==> config.mk <==
export PLATFORM = sky130hd
export DESIGN_NAME = hdcnb_cell
export DESIGN_NICKNAME = d
export VERILOG_FILES = /design/src/sv/hdcnb_pkg.sv /design/src/sv/hdcnb_cell.sv
export SDC_FILE = /design/constraint.sdc
export NUM_CORES = 2
export LEC_CHECK = 0
export ABC_AREA = 1
export CORE_MARGIN = 2
export CORE_UTILIZATION = 35
export CTS_CLUSTER_DIAMETER = 80
export DETAILED_ROUTE_END_ITERATION = 8
export DONT_BUFFER_PORTS = 1
export GPL_TIMING_DRIVEN = 0
export PLACE_DENSITY = 0.51
export SYNTH_ARGS = -nofsm -noshare
export SYNTH_HDL_FRONTEND = slang
export SYNTH_SLANG_ARGS = --single-unit
==> constraint.sdc <==
create_clock -name clk -period 6.1 [get_ports clk]
set_input_delay 0.305 -clock clk [delete_from_list [all_inputs] [get_ports clk]]
set_output_delay 0.305 -clock clk [all_outputs]
set_load 0.005 [all_outputs]
==> src/sv/hdcnb_pkg.sv <==
package hdcnb_pkg;

	localparam int WORD_COUNT   = 32;
	localparam int SYMBOL_COUNT = 27;
	localparam int MAX_NGRAM    = 8;
	localparam int COUNT_WIDTH  = 16;

	localparam int WORD_W     = 32;
	localparam int SYM_W      = 5;
	localparam int NGL_W      = 4;
	localparam int OUT_IDX_W  = 5;
	localparam int CFG_IDX_W  = 2;
	localparam int CFG_DATA_W = 8;

	localparam int MEM_DEPTH = SYMBOL_COUNT * WORD_COUNT;
	localparam int MEM_AW    = (MEM_DEPTH > 1) ? $clog2(MEM_DEPTH) : 1;
	localparam int WIDX_W    = (WORD_COUNT > 1) ? $clog2(WORD_COUNT) : 1;
	localparam int FILL_W    = $clog2(MAX_NGRAM + 1);
	localparam int WIN_AW    = (MAX_NGRAM > 1) ? $clog2(MAX_NGRAM) : 1;

	localparam logic [CFG_IDX_W-1:0] CFG_NGRAM_LENGTH    = CFG_IDX_W'(0);
	localparam logic [CFG_IDX_W-1:0] CFG_TIEBREAK_SYMBOL = CFG_IDX_W'(1);

	localparam logic [NGL_W-1:0] NGL_RESET = NGL_W'(3);
	localparam logic [SYM_W-1:0] TBS_RESET = SYM_W'(26);

	// xorshift128 generator
	localparam logic [WORD_W-1:0] XS_SEED_X = 32'd123456789;
	localparam logic [WORD_W-1:0] XS_SEED_Y = 32'd362436069;
	localparam logic [WORD_W-1:0] XS_SEED_Z = 32'd521288629;
	localparam logic [WORD_W-1:0] XS_SEED_W = 32'd88675123;
	localparam int XS_SHL_T = 11;
	localparam int XS_SHR_W = 19;
	localparam int XS_SHR_T = 8;

	typedef struct packed {
		logic              shift;
		logic              fire;
		logic              count;
		logic [WIN_AW-1:0] rot;
		logic              maj;
	} cell_cmd_t;

endpackage

==> src/sv/hdcnb_cell.sv <==
module hdcnb_cell (
	input  logic                                clk,
	input  logic                                arst_n,
	input  hdcnb_pkg::cell_cmd_t                cmd,
	input  logic [hdcnb_pkg::COUNT_WIDTH-1:0]  half_total,
	input  logic [hdcnb_pkg::WORD_W-1:0]       shift_in,
	input  logic [hdcnb_pkg::WORD_W-1:0]       ring_nb,
	output logic [hdcnb_pkg::WORD_W-1:0]       word,
	output logic                                sat
);

	logic [hdcnb_pkg::WORD_W-1:0]      word_q, acc_q, rot_w, vote_w, maj_w;
	logic [2*hdcnb_pkg::WORD_W-1:0]    pair_w;
	logic [hdcnb_pkg::COUNT_WIDTH-1:0] cnt_q [hdcnb_pkg::WORD_W];
	logic                               sat_q;

	// rotate right across the word boundary into the next cell's word
	assign pair_w = {ring_nb, word_q} >> cmd.rot;
	assign rot_w  = pair_w[hdcnb_pkg::WORD_W-1:0];
	assign vote_w = acc_q ^ rot_w;

	always_comb begin
		for (int i = 0; i < hdcnb_pkg::WORD_W; i++) begin
			maj_w[i] = (cnt_q[i] > half_total);
		end
	end

	always_ff @(posedge clk) begin
		if (cmd.maj) begin
			word_q <= maj_w;
		end else if (cmd.shift) begin
			word_q <= shift_in;
		end
	end

	always_ff @(posedge clk or negedge arst_n) begin
		if (!arst_n) begin
			acc_q <= '0;
		end else if (cmd.fire) begin
			acc_q <= cmd.count ? '0 : vote_w;
		end
	end

	always_ff @(posedge clk or negedge arst_n) begin
		if (!arst_n) begin
			for (int i = 0; i < hdcnb_pkg::WORD_W; i++) begin
				cnt_q[i] <= '0;
			end
			sat_q <= 1'b0;
		end else if (cmd.maj) begin
			for (int i = 0; i < hdcnb_pkg::WORD_W; i++) begin
				cnt_q[i] <= '0;
			end
			sat_q <= 1'b0;
		end else if (cmd.fire && cmd.count) begin
			for (int i = 0; i < hdcnb_pkg::WORD_W; i++) begin
				if (vote_w[i]) begin
					if (cnt_q[i] == '1) begin
						sat_q <= 1'b1;
					end else begin
						cnt_q[i] <= cnt_q[i] + hdcnb_pkg::COUNT_WIDTH'(1);
					end
				end
			end
		end
	end

	assign word = word_q;
	assign sat  = sat_q;

endmodule

# --- Word-level counts from Yosys, hierarchy flattened ---
# Cells that the tools add are included.
word_totals:
  reg_bits: 577
  input_bits: 89
  output_inout_bits: 33
  word_cells: 403
op_classes:
  addsub: 32
  magnitude_cmp: 32
  eq_ne: 64
  shifts: 1
  mux: 171
  n_bitwise: 1
  reduce_logical: 67
ops:
  columns: ["op", "n"]
  rows:
  - ["16-bit two-way mux", 64]
  - ["512-bit two-way mux", 2]
  - ["16-bit by 1-bit adder with 16-bit output (second input constant)", 32]
  - ["16-bit == test (second input constant)", 32]
  - ["16-bit > comparator", 32]
  - ["1-bit two-way mux", 102]
  - ["32-bit two-way mux", 3]
  - ["3-bit AND reduction", 32]
  - ["2-bit nonzero test", 34]
  - ["2-bit inequality test (second input constant)", 32]
  - ["64-bit by 3-bit right shift with 32-bit output", 1]
  - ["32-bit XOR", 1]
  - ["1-bit logical AND", 1]

# --- Logic depth before layout (Yosys ltp) ---
depth:
  depth_word: 103
  mapped_depth: 17
  depth_no_buf: 15

# --- Worst setup path after synthesis ---
# OpenSTA, ideal clock, no wires.
synth_timing:
  path_kind: "in2reg"
  startpoint: "input half_total[1] (netlist name)"
  endpoint: "register word_q, in the netlist word[2], data pin"
  setup_ns: 0.252
  arrival_ns: 1.964
  required_ns: 5.848
  slack_ns: 3.884
  cell_stages: 10
  n_path_buf: 0
  path_cell_list: "inv_1 > ha_1 > a21oi_1 > nor2_1 > a211oi_1 > nor2_1 > o21ai_0 > o2111ai_1 > nand2_1 > nand2_1"
synth_between:
  elab_chain_cells: 2
synth_rtl:
  columns: ["element", "line", "text"]
  rows:
  - ["from (decl)", "hdcnb_cell.sv:5", "input logic [hdcnb_pkg::COUNT_WIDTH-1:0] half_total,"]
  - ["16-bit > comparator", "hdcnb_cell.sv:24", "maj_w[i] = (cnt_q[i] > half_total);"]
  - ["32-bit two-way mux", "hdcnb_cell.sv:29", "if (cmd.maj) begin"]
  - ["to (signal assigned)", "hdcnb_cell.sv:30", "word_q <= maj_w;"]
  - ["to (signal assigned)", "hdcnb_cell.sv:32", "word_q <= shift_in;"]
  - ["to (decl)", "hdcnb_cell.sv:12", "logic [hdcnb_pkg::WORD_W-1:0] word_q, acc_q, rot_w, vote_w, maj_w;"]
# Every way passes these cells.
# A chain may end at the register's enable or synchronous reset.

# --- Worst setup path after layout ---
layout_timing:
  startpoint: "input cmd[0] (netlist name)"
  endpoint: "register word_q, in the netlist word[8], enable pin"
layout_between:
  elab_chain_cells: 1
layout_rtl:
  columns: ["element", "line", "text"]
  rows:
  - ["from (decl)", "hdcnb_cell.sv:4", "input hdcnb_pkg::cell_cmd_t cmd,"]
  - ["2-bit nonzero test (no line)", null, null]
# Every way passes these cells.

==> summary.md <==
| Metric | Value |
|---|---|
| Gp weighted congestion | `0.916` |
| RSZ-0062 raised after global routing | `false` |
| Crit-path slowest cell | `clkbuf_1` |
| Synth warn | `0` |
| Slew Limit Fails | `308` |
| Clock transition at the registers of the reported paths | `0.05 ns` |
| Core box area | `0.130 mm^2` |
| Number of synthesized register bits | `577` |
| Total Routing Usage GR | `~26%` |
| Largest cells by area after synthesis | `dfrtp_1 (30%), ha_1 (15%), nand2_1 (10%)` |
| CP arrival | `roughly 4.0 ns` |
| CTS buffer count | `77` |
| Area of the multi-input gates | `~0.028 mm^2` |
| DR iter-0 viols | `~3800` |
| CP startpoint | `cmd[0]` |
| Area grow syn2layout | `11.8%` |
| Slew margin rel. | `-87.5%` |
| P_leak | `22.7 nW` |
| Util after Layout | `between 30% and 40%` |
| Cell Area, Synth | `0.0460 mm^2` |
| Post-DP HPWL | `123000 um` |
| Psw | `3.10 mW` |
| Syn_nets | `6828` |
| Final hold violation count | `545` |
| Clock Power Share | `45.2%` |
| Failing checks | `negative hold slack, max-capacitance violations, max-slew violations` |
| Clk buf depth | `3` |
| Share of cells above drive strength 1 | `4.92%` |
| Number of synthesized flops with an enable pin | `32` |
| Vias in the first global route | `~43000` |
| Starting Density | `35.4%` |
| Maximum vdd ir drop | `178 uV` |
| Via density | `roughly 5.5` |
| Final TNS setup | `0 ns` |
| PortBufs | `0` |
| Critical Path, Cell by Cell | `clkbuf_1, clkbuf_1, clkbuf_1, or2_4` |
| Crit Path Max Fanout | `32` |
| Die width | `366 um` |
| Die height | `366 um` |
| Postcts setup bufs | `0` |
| HP Class | `in -> async` |
| Seq pwr share | `40.3%` |
| Max Clock Skew | `approximately 0.032 ns` |
| Post-synth top area share | `29.7%` |
| Critical path class | `in -> reg` |
| Crit. End Element | `flop` |
| Run status | `finished, violations left` |
| RR Startpoint | `cnt_q[128]` |
| Ys flop type | `dfrtp_1` |
| Clk Latency, worst-skew pair | `0.70 ns` |
| Post-CTS Resized | `0` |
| Post-synth cell types | `57` |
| Via count | `44500` |
| Cells after synthesis | `6195` |
| Register Area | `0.0146 mm^2` |
| DIE AREA | `0.134 mm^2` |
| Pwr Density | `approximately 200 mW/mm^2` |
| Initial antenna violation count | `24` |
| Syn_area_per_cell | `7.42 um^2` |
| Final cycle utilization of the critical path | `60.1%` |
| Power Total | `10.2 mW` |
| Commonest cells in the netlist | `nand2_1 (1261), inv_1 (679), nand3_1 (649)` |
| CTS tree | `built` |
| DRT antenna net count | `0` |
| Routed Wire Length | `175000 um` |
| Fin Hold WS | `-0.595 ns` |
| Cell with the most instances after synthesis | `nand2_1` |
| Slowest stage delay, CP | `between 1 and 1.5 ns` |
| Worst-margin pin slew | `roughly 2.8 ns` |
| Sequential area share after synthesis | `a little under a third` |
| Critical Path RT | `6.40 ns` |
| Final WS setup | `about 2.4 ns` |
| # nets final | `6958` |
| First-pass GRT wire length | `266000 um` |
| H-tree depth | `3` |
| Fill cell count | `13600` |
| Place WS | `1.76 ns` |
| DR pass1 iterations | `8` |
| Largest net degree at the start of global routing | `546` |
| Wire per inst | `21.5 um` |
| Crit-path most repeated cell | `clkbuf_1` |
| Worst R2R Path Depth | `8` |
| Startpoint types | `input pin` |
| GR Overflow Total | `0` |
| Leading area contributor after synthesis | `dfrtp_1` |
| Pint | `7.08 mW` |
| Max_cap viols | `1` |
| I/O Pins | `122` |
| Combinational power share | `between 10 and 15%` |
| Clock period minus worst slack | `roughly 3.7 ns` |
| FFs w/ async S/R, synth | `94.5%` |
| Final setup viols | `0` |
| DRC Markers | `0` |
| Site row count | `132` |
| Root buffer cell | `clkbuf_16` |
| Switching share of total power | `30.5%` |
| Clock sink count | `577` |
| Hold buffers post-CTS | `37` |
| Fmax | `between 0.2 and 0.3 GHz` |
## cell usage in the layout, fill, tap and decap left out, types with 8 or more instances in the layout
master | synthesis | routed
diode_2 | 0 | 9
buf_12 | 0 | 8
buf_2 | 57 | 57
o22ai_1 | 32 | 32
nand2_2 | 13 | 13
inv_2 | 12 | 12
inv_4 | 0 | 15
dfrtp_1 | 545 | 545
clkbuf_16 | 0 | 78
o211ai_1 | 26 | 26
buf_4 | 28 | 28
o21ai_1 | 16 | 16
nand2_1 | 1261 | 1261
a31oi_1 | 30 | 30
o21ai_0 | 410 | 410
a22o_1 | 15 | 15
xnor2_1 | 18 | 18
clkbuf_1 | 65 | 84
inv_1 | 679 | 664
buf_6 | 14 | 14
nor3_1 | 282 | 282
o21a_1 | 12 | 12
ha_1 | 544 | 544
a21oi_1 | 328 | 328
nand3_1 | 649 | 649
nor4_1 | 57 | 57
a211oi_1 | 11 | 11
nor2_1 | 479 | 479
nand4_1 | 229 | 229
clkbuf_8 | 0 | 13
o31ai_4 | 16 | 16
xor2_1 | 185 | 185
dlygate4sd3_1 | 0 | 37
o2111ai_1 | 18 | 18
clkinv_2 | 0 | 11
edfxtp_1 | 32 | 32
o31ai_1 | 54 | 54
## worst max-delay path: cells and delay by family
family,cells,cell delay [ns]
buf+inv,3,2.72
simple gates,1,0.87
## flip-flops by register name, summed over array words and instances (netlist names)
signal  cells
acc_q      32
sat         1
word       32
cnt_q     512
## metal layers
layer | share of wire [%] | wire (um) | GRT usage (%)
met1 | 45 | 79100 | 34.9
met2 | 44 | 77500 | 41.0
met3 | 7.4 | 13000 | 5.65
met4 | 3.0 | 5220 | 7.33
met5 | 0.071 | 125 | 0
## worst paths after layout
kind / slack [ns] / end
max in group asynchronous: 4.56 / cnt_q[385]
min reg2reg: 0.53 / cnt_q[126]
max reg2reg: 3.00 / cnt_q[128]
min: -0.59 / cnt_q[43]
min in group clk: 0.04 / cnt_q[144]
max: 2.44 / word[8]
## layout make-up
cell class	instances	area share (%)
Buffer	172	1.82
Sequential cell	577	28.4
Tap cell	1742	4.24
Timing Repair Buffer	51	1.35
Clock inverter	22	0.465
Multi-Input combinational cell	4755	54.2
Inverter	691	5.12
Antenna cell	9	0.0438
Clock buffer	115	4.32
## power by group through the flow
stage / Combinational, mW / Sequential [mW] / Clock, mW
after floorplan: 0.918 / 4.11 / 0
after global placement: 1.38 / 4.17 / 0
after detailed placement: 1.44 / 4.17 / 0
after CTS: 1.47 / 4.10 / 4.71
after global routing: 1.63 / 4.12 / 4.86
final: 1.47 / 4.11 / 4.61
## cell families after synthesis
family,synth area share [%]
adders and majority gates,14.8
DFF,31.8
buffers and inverters,7.66
and+or+nand+nor,29.2
xor gates and xnor gates,3.87
AOI/OAI and AO/OA,12.7
## per-stage QoR
step           cell area (um^2)  hold slack, ns  cells
2_1_floorplan             46000         0.00941   6195
3_3_place_gp              48200          0.0758   7937
3_5_place_dp              48500          0.0730   7951
4_1_cts                   51400          -0.656   8125
5_1_grt                   51400          -0.626   8133
6_report                  51400          -0.595   8134
Power figures use the tool's default switching activity.
